<file path="src/hdl/apaf_pkg.sv">
`default_nettype none
package apaf_pkg;

   typedef logic [5:0] six_type;

   typedef struct packed {
      logic [7:0] data_byte;
      logic       last_byte;
      logic       own_report;
   } req_type;

   typedef struct packed {
      logic [6:0] out_char;
      logic       sentence_end;
   } rsp_type;

   // one classified request: header flag, up to three six-bit units, trailer flag
   typedef struct packed {
      logic       hdr;
      logic       own;
      logic       last;
      logic [1:0] n_six;
      six_type    six0;
      six_type    six1;
      six_type    six2;
   } job_type;

   localparam logic [3:0] HDR_LAST = 4'd14;
   localparam logic [3:0] TRL_LAST = 4'd4;

   localparam logic [1:0] PHASE_0 = 2'd0;
   localparam logic [1:0] PHASE_1 = 2'd1;
   localparam logic [1:0] PHASE_2 = 2'd2;

   localparam logic [6:0] CH_BANG  = 7'h21;
   localparam logic [6:0] CH_COMMA = 7'h2c;
   localparam logic [6:0] CH_ZERO  = 7'h30;
   localparam logic [6:0] CH_ONE   = 7'h31;
   localparam logic [6:0] CH_TWO   = 7'h32;
   localparam logic [6:0] CH_STAR  = 7'h2a;
   localparam logic [6:0] CH_A     = 7'h41;
   localparam logic [6:0] CH_D     = 7'h44;
   localparam logic [6:0] CH_I     = 7'h49;
   localparam logic [6:0] CH_M     = 7'h4d;
   localparam logic [6:0] CH_O     = 7'h4f;
   localparam logic [6:0] CH_V     = 7'h56;

   function automatic logic [6:0] armor_char(input six_type v);
      logic [6:0] w;
      w = {1'b0, v};
      if (v < 6'd40) begin
         armor_char = w + 7'd48;
      end else begin
         armor_char = w + 7'd56;
      end
   endfunction

   function automatic logic [6:0] hex_char(input logic [3:0] n);
      logic [6:0] w;
      w = {3'b000, n};
      if (n < 4'd10) begin
         hex_char = w + 7'd48;
      end else begin
         hex_char = w + 7'd55;
      end
   endfunction

   function automatic logic [6:0] hdr_char(input logic own, input logic [3:0] idx);
      case (idx)
         4'd0: begin
            hdr_char = CH_BANG;
         end
         4'd1, 4'd13: begin
            hdr_char = CH_A;
         end
         4'd2: begin
            hdr_char = CH_I;
         end
         4'd3: begin
            hdr_char = CH_V;
         end
         4'd4: begin
            hdr_char = CH_D;
         end
         4'd5: begin
            hdr_char = own ? CH_O : CH_M;
         end
         4'd7, 4'd9: begin
            hdr_char = CH_ONE;
         end
         4'd11: begin
            hdr_char = own ? CH_TWO : CH_ONE;
         end
         default: begin
            hdr_char = CH_COMMA;
         end
      endcase
   endfunction

endpackage
`default_nettype wire

</file>
<file path="src/hdl/apaf_front.sv">
`default_nettype none
module apaf_front
   import apaf_pkg::*;
(
   input  wire logic    clock,
   input  wire logic    reset,
   input  wire logic    req_valid,
   output logic         req_stall,
   input  wire req_type req_data,
   input  wire logic    queue_full,
   output logic         push_valid,
   output job_type      push_job
);

   logic [1:0] phase_ff, phase_in;
   logic [7:0] held_ff, held_in;
   logic       in_msg_ff, in_msg_in;
   logic       accept;
   logic [1:0] cur_phase;
   logic [1:0] new_phase;
   logic [7:0] b;

   assign req_stall  = queue_full;
   assign accept     = req_valid && !queue_full;
   assign push_valid = accept;
   assign b          = req_data.data_byte;

   always_comb begin
      cur_phase = in_msg_ff ? phase_ff : PHASE_0;
      push_job.hdr  = !in_msg_ff;
      push_job.own  = req_data.own_report;
      push_job.last = req_data.last_byte;
      push_job.six0 = b[7:2];
      push_job.six1 = '0;
      push_job.six2 = '0;
      push_job.n_six = 2'd1;
      new_phase = PHASE_1;
      case (cur_phase)
         PHASE_1: begin
            push_job.six0 = {held_ff[1:0], b[7:4]};
            new_phase = PHASE_2;
         end
         PHASE_2: begin
            push_job.six0 = {held_ff[3:0], b[7:6]};
            push_job.six1 = b[5:0];
            push_job.n_six = 2'd2;
            new_phase = PHASE_0;
         end
         default: begin
            push_job.six0 = b[7:2];
            new_phase = PHASE_1;
         end
      endcase
      // flush the partial group with zero bits
      if (req_data.last_byte) begin
         if (new_phase == PHASE_1) begin
            push_job.six1 = {b[1:0], 4'b0000};
            push_job.n_six = 2'd2;
         end else if (new_phase == PHASE_2) begin
            push_job.six1 = {b[3:0], 2'b00};
            push_job.n_six = 2'd2;
         end
      end
      // phase 2 with last never needs a flush unit, so six2 stays clear
      phase_in  = phase_ff;
      held_in   = held_ff;
      in_msg_in = in_msg_ff;
      if (accept) begin
         phase_in  = req_data.last_byte ? PHASE_0 : new_phase;
         held_in   = b;
         in_msg_in = !req_data.last_byte;
      end
   end

   always_ff @(posedge clock) begin
      if (reset) begin
         phase_ff  <= PHASE_0;
         held_ff   <= '0;
         in_msg_ff <= 1'b0;
      end else begin
         phase_ff  <= phase_in;
         held_ff   <= held_in;
         in_msg_ff <= in_msg_in;
      end
   end

endmodule
`default_nettype wire

</file>
<file path="src/hdl/apaf_fifo.sv">
`default_nettype none
module apaf_fifo
   import apaf_pkg::*;
#(
   parameter int DEPTH = 4
) (
   input  wire logic    clock,
   input  wire logic    reset,
   input  wire logic    push,
   input  wire job_type push_job,
   output logic         full,
   input  wire logic    pop,
   output logic         head_valid,
   output job_type      head_job
);

   localparam int PW = (DEPTH > 1) ? $clog2(DEPTH) : 1;
   localparam int CW = $clog2(DEPTH + 1);
   localparam logic [PW-1:0] PTR_LAST = PW'(DEPTH - 1);
   localparam logic [CW-1:0] CNT_FULL = CW'(DEPTH);

   job_type         slot_ff [DEPTH];
   logic [PW-1:0]   wr_ff, wr_in;
   logic [PW-1:0]   rd_ff, rd_in;
   logic [CW-1:0]   cnt_ff, cnt_in;
   logic            do_push;
   logic            do_pop;

   assign full       = (cnt_ff == CNT_FULL);
   assign head_valid = (cnt_ff != '0);
   assign head_job   = slot_ff[rd_ff];
   assign do_push    = push && !full;
   assign do_pop     = pop && head_valid;

   always_comb begin
      wr_in  = wr_ff;
      rd_in  = rd_ff;
      cnt_in = cnt_ff;
      if (do_push) begin
         wr_in = (wr_ff == PTR_LAST) ? '0 : wr_ff + PW'(1);
      end
      if (do_pop) begin
         rd_in = (rd_ff == PTR_LAST) ? '0 : rd_ff + PW'(1);
      end
      if (do_push && !do_pop) begin
         cnt_in = cnt_ff + CW'(1);
      end else if (do_pop && !do_push) begin
         cnt_in = cnt_ff - CW'(1);
      end
   end

   always_ff @(posedge clock) begin
      if (reset) begin
         wr_ff  <= '0;
         rd_ff  <= '0;
         cnt_ff <= '0;
      end else begin
         wr_ff  <= wr_in;
         rd_ff  <= rd_in;
         cnt_ff <= cnt_in;
      end
   end

   always_ff @(posedge clock) begin
      if (do_push) begin
         slot_ff[wr_ff] <= push_job;
      end
   end

endmodule
`default_nettype wire

</file>
<file path="src/hdl/apaf_back.sv">
`default_nettype none
module apaf_back
   import apaf_pkg::*;
(
   input  wire logic    clock,
   input  wire logic    reset,
   input  wire logic    job_valid,
   input  wire job_type job,
   output logic         job_pop,
   output logic         rsp_valid,
   input  wire logic    rsp_stall,
   output rsp_type      rsp_data
);

   localparam logic [1:0] SEQ_NEW = 2'd0;
   localparam logic [1:0] SEQ_HDR = 2'd1;
   localparam logic [1:0] SEQ_SIX = 2'd2;
   localparam logic [1:0] SEQ_TRL = 2'd3;

   logic [1:0] seq_ff, seq_in;
   logic [3:0] idx_ff, idx_in;
   logic [6:0] xor_ff, xor_in;
   logic       rsp_valid_ff, rsp_valid_in;
   rsp_type    rsp_data_ff, rsp_data_in;

   logic       step;
   logic       done;
   logic       txt;
   logic       fin;
   logic [1:0] cur_seq;
   logic [3:0] cur_idx;
   logic [6:0] ch;
   six_type    six_sel;

   assign rsp_valid = rsp_valid_ff;
   assign rsp_data  = rsp_data_ff;
   assign job_pop   = step && done;

   always_comb begin
      step    = job_valid && (!rsp_valid_ff || !rsp_stall);
      cur_seq = (seq_ff == SEQ_NEW) ? (job.hdr ? SEQ_HDR : SEQ_SIX) : seq_ff;
      cur_idx = (seq_ff == SEQ_NEW) ? 4'd0 : idx_ff;
      case (cur_idx[1:0])
         2'd0: begin
            six_sel = job.six0;
         end
         2'd1: begin
            six_sel = job.six1;
         end
         default: begin
            six_sel = job.six2;
         end
      endcase
      ch     = '0;
      txt    = 1'b0;
      fin    = 1'b0;
      done   = 1'b0;
      seq_in = seq_ff;
      idx_in = idx_ff;
      case (cur_seq)
         SEQ_HDR: begin
            ch  = hdr_char(job.own, cur_idx);
            txt = (cur_idx != 4'd0);
            if (cur_idx == HDR_LAST) begin
               seq_in = SEQ_SIX;
               idx_in = '0;
            end else begin
               seq_in = SEQ_HDR;
               idx_in = cur_idx + 4'd1;
            end
         end
         SEQ_SIX: begin
            ch  = armor_char(six_sel);
            txt = 1'b1;
            if (cur_idx[1:0] == job.n_six - 2'd1) begin
               if (job.last) begin
                  seq_in = SEQ_TRL;
                  idx_in = '0;
               end else begin
                  seq_in = SEQ_NEW;
                  idx_in = '0;
                  done   = 1'b1;
               end
            end else begin
               seq_in = SEQ_SIX;
               idx_in = cur_idx + 4'd1;
            end
         end
         SEQ_TRL: begin
            case (cur_idx)
               4'd0: begin
                  ch = CH_COMMA;
               end
               4'd1: begin
                  ch = CH_ZERO;
               end
               4'd2: begin
                  ch = CH_STAR;
               end
               4'd3: begin
                  ch = hex_char({1'b0, xor_ff[6:4]});
               end
               default: begin
                  ch = hex_char(xor_ff[3:0]);
               end
            endcase
            txt = (cur_idx < 4'd2);
            if (cur_idx == TRL_LAST) begin
               fin    = 1'b1;
               seq_in = SEQ_NEW;
               idx_in = '0;
               done   = 1'b1;
            end else begin
               seq_in = SEQ_TRL;
               idx_in = cur_idx + 4'd1;
            end
         end
         default: begin
            ch = '0;
         end
      endcase
      if (!step) begin
         seq_in = seq_ff;
         idx_in = idx_ff;
      end

      xor_in = xor_ff;
      if (step) begin
         if (cur_seq == SEQ_HDR && cur_idx == 4'd0) begin
            xor_in = '0;
         end else if (txt) begin
            xor_in = xor_ff ^ ch;
         end
      end

      rsp_valid_in = rsp_valid_ff;
      rsp_data_in  = rsp_data_ff;
      if (step) begin
         rsp_valid_in = 1'b1;
         rsp_data_in.out_char     = ch;
         rsp_data_in.sentence_end = fin;
      end else if (!rsp_stall) begin
         rsp_valid_in = 1'b0;
      end
   end

   always_ff @(posedge clock) begin
      if (reset) begin
         seq_ff       <= SEQ_NEW;
         idx_ff       <= '0;
         xor_ff       <= '0;
         rsp_valid_ff <= 1'b0;
      end else begin
         seq_ff       <= seq_in;
         idx_ff       <= idx_in;
         xor_ff       <= xor_in;
         rsp_valid_ff <= rsp_valid_in;
      end
   end

   always_ff @(posedge clock) begin
      rsp_data_ff <= rsp_data_in;
   end

endmodule
`default_nettype wire

</file>
<file path="src/hdl/ais_payload_armor_framer_top.sv">
// AIS payload armoring and NMEA framing: binary payload bytes go in, one
// single-sentence NMEA string comes out, one ASCII character per request on
// the rsp side and one character per clock at best. The first byte of a
// message adds '!' and the 14-character AIVDO or AIVDM header, each byte adds
// one or two armored characters, and the last byte adds the zero-padded
// flush character where needed plus ",0*" and two hex checksum digits;
// sentence_end marks the final digit. A typical stream of payload bytes runs
// at about 4 characters per 3 bytes, a rate set by the back-end character
// sequencer, which emits one character a cycle unless rsp_stall holds it.
// The front end classifies a byte in the cycle it is taken and parks it in a
// job queue of FIFO_DEPTH entries, so new bytes are taken while the header,
// trailer or a stalled output character is still being sent.
`default_nettype none
module ais_payload_armor_framer_top
   import apaf_pkg::*;
#(
   parameter int FIFO_DEPTH = 4
) (
   input  wire logic    clock,
   input  wire logic    reset,
   input  wire logic    req_valid,
   output logic         req_stall,
   input  wire req_type req_data,
   output logic         rsp_valid,
   input  wire logic    rsp_stall,
   output rsp_type      rsp_data
);

   logic    queue_full;
   logic    push_valid;
   job_type push_job;
   logic    head_valid;
   job_type head_job;
   logic    job_pop;

   apaf_front u_front (
      .clock      (clock),
      .reset      (reset),
      .req_valid  (req_valid),
      .req_stall  (req_stall),
      .req_data   (req_data),
      .queue_full (queue_full),
      .push_valid (push_valid),
      .push_job   (push_job)
   );

   apaf_fifo #(
      .DEPTH (FIFO_DEPTH)
   ) u_fifo (
      .clock      (clock),
      .reset      (reset),
      .push       (push_valid),
      .push_job   (push_job),
      .full       (queue_full),
      .pop        (job_pop),
      .head_valid (head_valid),
      .head_job   (head_job)
   );

   apaf_back u_back (
      .clock     (clock),
      .reset     (reset),
      .job_valid (head_valid),
      .job       (head_job),
      .job_pop   (job_pop),
      .rsp_valid (rsp_valid),
      .rsp_stall (rsp_stall),
      .rsp_data  (rsp_data)
   );

endmodule
`default_nettype wire
</file>
<file path="config.mk">
export PLATFORM = sky130hd
export DESIGN_NAME = ais_payload_armor_framer_top
export DESIGN_NICKNAME = d
export VERILOG_FILES = /design/src/hdl/apaf_pkg.sv /design/src/hdl/apaf_front.sv /design/src/hdl/apaf_fifo.sv /design/src/hdl/apaf_back.sv /design/src/hdl/ais_payload_armor_framer_top.sv
export SDC_FILE = /design/constraint.sdc
export NUM_CORES = 1
export LEC_CHECK = 0
export BUFFER_PORTS_ARGS = -buffer_cell sky130_fd_sc_hd__buf_2
export CORE_MARGIN = 2
export CORE_UTILIZATION = 25
export CTS_CLUSTER_DIAMETER = 50
export CTS_CLUSTER_SIZE = 10
export DETAILED_ROUTE_END_ITERATION = 6
export GPL_TIMING_DRIVEN = 0
export MAX_ROUTING_LAYER = met4
export PLACE_DENSITY_LB_ADDON = 0.1
export SYNTH_ARGS = -nofsm -noshare
export SYNTH_HDL_FRONTEND = slang
export SYNTH_HIERARCHICAL = 1
export SYNTH_SLANG_ARGS = --single-unit
export TNS_END_PERCENT = 50
</file>
<file path="constraint.sdc">
create_clock -name clock -period 7.1 [get_ports clock]
set_input_delay 0 -clock clock [delete_from_list [all_inputs] [get_ports clock]]
set_output_delay 0 -clock clock [all_outputs]
set_load 0.05 [all_outputs]
</file>
Yosys cells after proc, flatten, opt, wreduce, memory -nomap -nowiden --
Memory sizes are Yosys's and may differ from the RTL's. A register that Yosys moved wholly into a read port is not among the register bits. Index checks and enable logic that the tools add are counted.
Storage, ports and cells: input bits 14, memories kept 1, bits in registers 36, bits in writable memories 68, output and inout bits 10
Memory list:
- u_fifo.slot_ff | depth 4, bits a word 17, rd ports 1, clocked after memory_dff 1, write ports 1, line apaf_fifo.sv:22 | job_type slot_ff [DEPTH];
Cells by class: reduce and logical (&&, ||, !) cells 28, add/subtract/negate cells 12, bitwise operators 1, $lt $le $gt $ge 4, eq/ne operators 23, muxes and demuxes 50
Operator list (number):
- $pmux W7 S8 | 1
- $mux W2 | 18
- $mux W7 | 5
- $pmux W7 S4 | 1
- $mux W6 | 4
- $pmux W6 S2 | 2
- $pmux W7 S3 | 1
- $eq A4 B4 Y1 const B | 4
- $mux W4 | 4
- $add A3 B6 Y7 const B | 2
- $add A4 B6 Y7 const B | 2
- $add A6 B6 Y7 const B | 2
- $eq A2 B2 Y1 const B | 6
- $eq A4 B3 Y1 const B | 3
- $pmux W4 S3 | 1
- $eq A2 B1 Y1 const B | 4
- $eq A4 B2 Y1 const B | 2
- $logic_and A1 B1 Y1 | 8
- $logic_not A1 Y1 | 7
- $mux W1 | 7
- $xor A7 B7 Y7 | 1
- $lt A6 B6 Y1 const B | 1
- $mux W3 | 2
- $pmux W2 S3 | 1
- other kinds (23) | 29

Depth between registers and ports, before layout --
word-level depth 10, depth in mapped cells 17

Cells and area by module --
The synthesis kept the hierarchy.
By module, submodules not included:
- apaf_fifo | times used 1, seq. area each 2942.8 µm², cells each 170, area an instance 3811.2 µm²
- apaf_back | times used 1, seq. area each 520.5 µm², cells each 252, area an instance 1893.1 µm²
- apaf_front | times used 1, seq. area each 140.1 µm², cells each 89, area an instance 645.6 µm²

Worst setup path before layout --
Ideal clock, no wire load.
path kind register to register, start register with a tool-made name, end register u_fifo.cnt_ff[2], stages on the path, launching flop included 18, slack 3.698 ns, arrival time 3.332 ns, period minus slack after synthesis 3.402 ns, required time 7.030 ns, path through dfxtp_1 -> buf_2 -> buf_6 -> mux4_2 -> nand2_1 -> o22ai_1 -> a32oi_1 -> o32a_1 -> nor3_1 -> nor2_1 -> nor2_1 -> o31ai_2 -> ha_1 -> inv_1 -> fa_1 -> xor2_1 -> or3_2 -> a21oi_1
RTL lines:
- end signal: assignment | line apaf_fifo.sv:60 | cnt_ff <= cnt_in;
- end: declaration | line apaf_fifo.sv:25 | logic [CW-1:0] cnt_ff, cnt_in;

==> results_dict.tcl <==
set metrics [dict create \
    outcome "complete, no violations" \
    drt-vias-per-instance 4.67 \
    fill_cells 2604 \
    grt_max_degree 24 \
    combinational_family_with_the_most_area_after_synthesis "compound AO/OA/AOI/OAI gates" \
    synth.ff_latch_count 130 \
    transition_at_the_pin_with_the_smallest_max_transition_slack_ns 0.931 \
    placement.io_buffers 21 \
    dieHeight_um 163 \
    drt_first_pass_iters 5 \
    postLayoutSetupSlackWorst_ns 3.20 \
    yosysUniqueCellTypes 77 \
    finalSetupViolations 0 \
    core_area_um2 25000 \
    finalWirelength_um 15800 \
    htree_levels 4 \
    synth_enable_flop_cells 100 \
    synth.yosys.warnings 6 \
    reg2reg_setup_slack_ns 3.20 \
    post_synth_mux_area_share_pct 8.65 \
    post_synth_inst_count 511 \
    clock_tree.buffer_depth 2 \
    final_cell_area_um2 7500 \
    area.sequential_um2 3600 \
    cts_inserted_buffers 17 \
    regToRegEndpoint "u_fifo/cnt_ff[2]" \
    postRouteAntennaNets 0 \
    ys_async_sr_fraction_pct 0 \
    grt_pass1_vias 4288 \
    hpwlAfterDp_um 11100 \
    hold_path.startpoint "req_valid" \
    power.leakage_nw 2.56 \
    final.setup.tns_ns 0 \
    timing.critical_path.required_ns 7.44 \
    compound_gate_fraction_of_synth_area_pct 13.8 \
    routabilityCongestion 0.849 \
    clkSlewWorstSetupHoldPaths_ns 0.06 \
    grtUsageTotal_pct 12.9 \
    ios 24 \
    max_freq_ghz 0.256 \
    grt_overflow_total 0 \
    rsz0062_at_grt "no" \
    vdd_ir_drop_max_v 0.000146 \
    post_cts_resize_count 0 \
    pwr_dens_nw_per_um2 371 \
    dieArea_um2 26700 \
    place_worst_setup_slack_ns 3.14 \
    start_kind "register" \
    maxCapViolations 0 \
    detail_route.iter0.violations 176 \
    grt_antenna_before_repair 0 \
    dp.cells 867 \
    timing.critical_path.to_type "register" \
    fin_crit_ns 3.90 \
    fp.dieW_um 163 \
    report.final.hold_viol_count 0 \
    worstSkewPairLatency_ns 0.41 \
    min-delay-path-class "in2reg" \
    worstPathMaxFanout 10 \
    ff2ff_path_depth 17 \
    row_count 58 \
    min_delay_path_depth 5 \
    worst-endpoint-arrival_ns 4.24 \
    finalCoreUtilization_pct 30.0 \
    dpl_cell_area_um2 6890 \
    antenna_diode_instance_count 0 \
    final_max_slew_viol_count 0 \
    most_area_hungry_cell_type_in_the_yosys_netlist "sky130_fd_sc_hd__edfxtp_1" \
    post-route-period-util_pct 54.9 \
    timing.hold.worst_endpoint "u_front/phase_ff[1]" \
    syn-cell-area_um2 6350 \
    finalNonFillerCells 907 \
    post_synthesis_share_of_cell_area_spent_on_xor_and_xnor_gates_pct 1.24 \
    initial_utilization_pct 25.4 \
    post_synthesis_sequential_area_ratio_pct 56.7 \
    synth_simple_gate_area_share_pct 11.5 \
    worst_clock_skew_ns 0.00721 \
    synth_area_per_cell_um2 12.4 \
    fraction_of_layout_cells_with_a_size_suffix_above_1_pct 22.2 \
    multiInputGateArea_um2 2420 \
    synth.area.top_cells "sky130_fd_sc_hd__edfxtp_1, sky130_fd_sc_hd__dfxtp_1, sky130_fd_sc_hd__mux4_2, sky130_fd_sc_hd__a21oi_1, sky130_fd_sc_hd__ha_1" \
    wl_per_cell_um 17.4 \
    cts_tree "done" \
    detailroute.via_count 4240 \
    synth_top_flop_cell "sky130_fd_sc_hd__edfxtp_1" \
    worst-setup-path-type "reg2reg" \
    timing.slew.headroom_pct 38.0 \
    tritoncts_num_sinks 130 \
    remaining_design_rule_violation_count 0 \
    grt_first_pass_wirelength_um 24600 \
    cts.root.buffer_cell "sky130_fd_sc_hd__clkbuf_16" \
    synthAdderAreaFrac_pct 2.48 \
    yosys.area.top_type_share_pct 47.3 \
    nNetsFinal 590 \
    layout-area-overhead-vs-synth_pct 18.1 \
]
## layer usage
layer / GRT usage (%) / wire length [um] / vias up
met2: 20.9 / 7730 / 80
met3: 2.87 / 532 / 21
li1: - / - / 2038
met5: - / 0 / -
met4: 4.75 / 326 / 0
met1: 15.7 / 7230 / 2101
## worst max-delay path: stages, from the launching register on
cell                      delay, ns
sky130_fd_sc_hd__dfxtp_1       0.30
sky130_fd_sc_hd__buf_2         0.19
sky130_fd_sc_hd__buf_6         0.23
sky130_fd_sc_hd__mux4_2        0.57
sky130_fd_sc_hd__nand2_1       0.09
sky130_fd_sc_hd__o22ai_1       0.08
sky130_fd_sc_hd__a32oi_1       0.18
sky130_fd_sc_hd__o32a_1        0.32
sky130_fd_sc_hd__nor3_1        0.08
sky130_fd_sc_hd__nor2_1        0.13
sky130_fd_sc_hd__nor2_1        0.09
sky130_fd_sc_hd__o31ai_2       0.14
sky130_fd_sc_hd__ha_1          0.27
sky130_fd_sc_hd__inv_1         0.07
sky130_fd_sc_hd__fa_1          0.37
sky130_fd_sc_hd__xor2_1        0.17
sky130_fd_sc_hd__or3_2         0.40
sky130_fd_sc_hd__a21oi_1       0.15
## worst max path at each step
stage	endpoint	slack (ns)	cells after the start
6_report	u_fifo/cnt_ff[2]	3.20	17
5_1_grt	u_fifo/cnt_ff[2]	2.88	17
4_1_cts	u_fifo/cnt_ff[2]	3.11	17
3_5_place_dp	u_fifo/cnt_ff[2]	3.14	17
3_3_place_gp	u_fifo/cnt_ff[2]	3.22	17
2_1_floorplan	u_fifo/cnt_ff[2]	3.70	17
## cell type report
class	instances	area share, %
Sequential cell	130	48.0
Buffer	39	3.10
Timing Repair Buffer	29	2.47
Tap cell	330	5.50
Inverter	26	1.50
Clock buffer	18	5.72
Clock inverter	14	1.40
Multi-Input combinational cell	321	32.3
## sequential cells by signal (all words and copies together), names as in the netlist, named ones only
name / count
u_fifo/cnt_ff: 3
u_back/rsp_data: 8
u_front/in_msg_ff: 1
u_back/idx_ff: 4
u_front/phase_ff: 2
u_back/seq_ff: 2
u_fifo/rd_ff: 2
u_fifo/slot_ff: 92
u_back/rsp_valid: 1
u_back/xor_ff: 7
u_front/held_ff: 4
u_fifo/wr_ff: 2
## metrics by stage
step	hold WS, ns	total power, mW
2_1_floorplan	0.0646	1.74
3_3_place_gp	0.207	2.00
3_5_place_dp	0.214	2.01
4_1_cts	0.0158	2.82
5_1_grt	0.0187	2.95
6_report	0.0289	2.78
## cells in the mapped netlist, drive strengths merged (3+ instances only)
| library cell | n |
|---|---|
| edfxtp | 100 |
| nor2 | 39 |
| nand2 | 36 |
| dfxtp | 30 |
| a21oi | 29 |
| o21ai | 29 |
| buf | 27 |
| inv | 25 |
| mux4 | 23 |
| clkbuf | 12 |
| nand3 | 12 |
| ha | 11 |
| nand2b | 9 |
| and3 | 8 |
| nor3 | 8 |
| o211ai | 8 |
| a22oi | 7 |
| o22ai | 7 |
| a221oi | 6 |
| nor2b | 5 |
| or3 | 5 |
| xor2 | 5 |
| a31oi | 4 |
| o21a | 4 |
| o31ai | 4 |
| o32a | 4 |
| or2 | 4 |
| xnor2 | 4 |
| a2111oi | 3 |
| a32o | 3 |
| and2 | 3 |
| nand4 | 3 |
| nand4b | 3 |
## cell usage in the layout (no fill, tap or decap), drive strengths merged, types with 5 or more instances in the layout
master | netlist | final
nand2 | 36 | 36
buf | 27 | 48
mux4 | 23 | 23
edfxtp | 100 | 100
ha | 11 | 11
nor2b | 5 | 5
nand2b | 9 | 9
conb | 1 | 6
a21oi | 29 | 29
a221oi | 6 | 6
nor3 | 8 | 8
nand3 | 12 | 12
inv | 25 | 29
dfxtp | 30 | 30
xor2 | 5 | 5
clkinv | 1 | 9
and3 | 8 | 8
clkbuf | 12 | 30
dlygate4sd3 | 0 | 8
or3 | 5 | 5
o211ai | 8 | 8
nor2 | 39 | 39
o22ai | 7 | 7
o21ai | 29 | 29
a22oi | 7 | 7
## cell families after synthesis
| group | count (synthesis) |
|---|---|
| compound gates | 125 |
| xor+xnor | 9 |
| fa+ha+maj | 12 |
| buf+inv | 65 |
| flops | 130 |
| mux | 26 |
| other cells | 1 |
| simple gates | 143 |
## what timing repair did
item	CTS	global route
hold buffers	8	0
buffers inserted	0	0
endpoints found under the setup margin	0	0
endpoints found under the hold margin	16	0
## power by group
part	internal (mW)	switching (mW)	leakage, nW	total [mW]
Combinational	0.313	0.628	1.13	0.941
Sequential	0.994	0.0567	1.17	1.05
Clock	0.449	0.341	0.261	0.790
No activity file was read; power rests on OpenSTA's default activity.
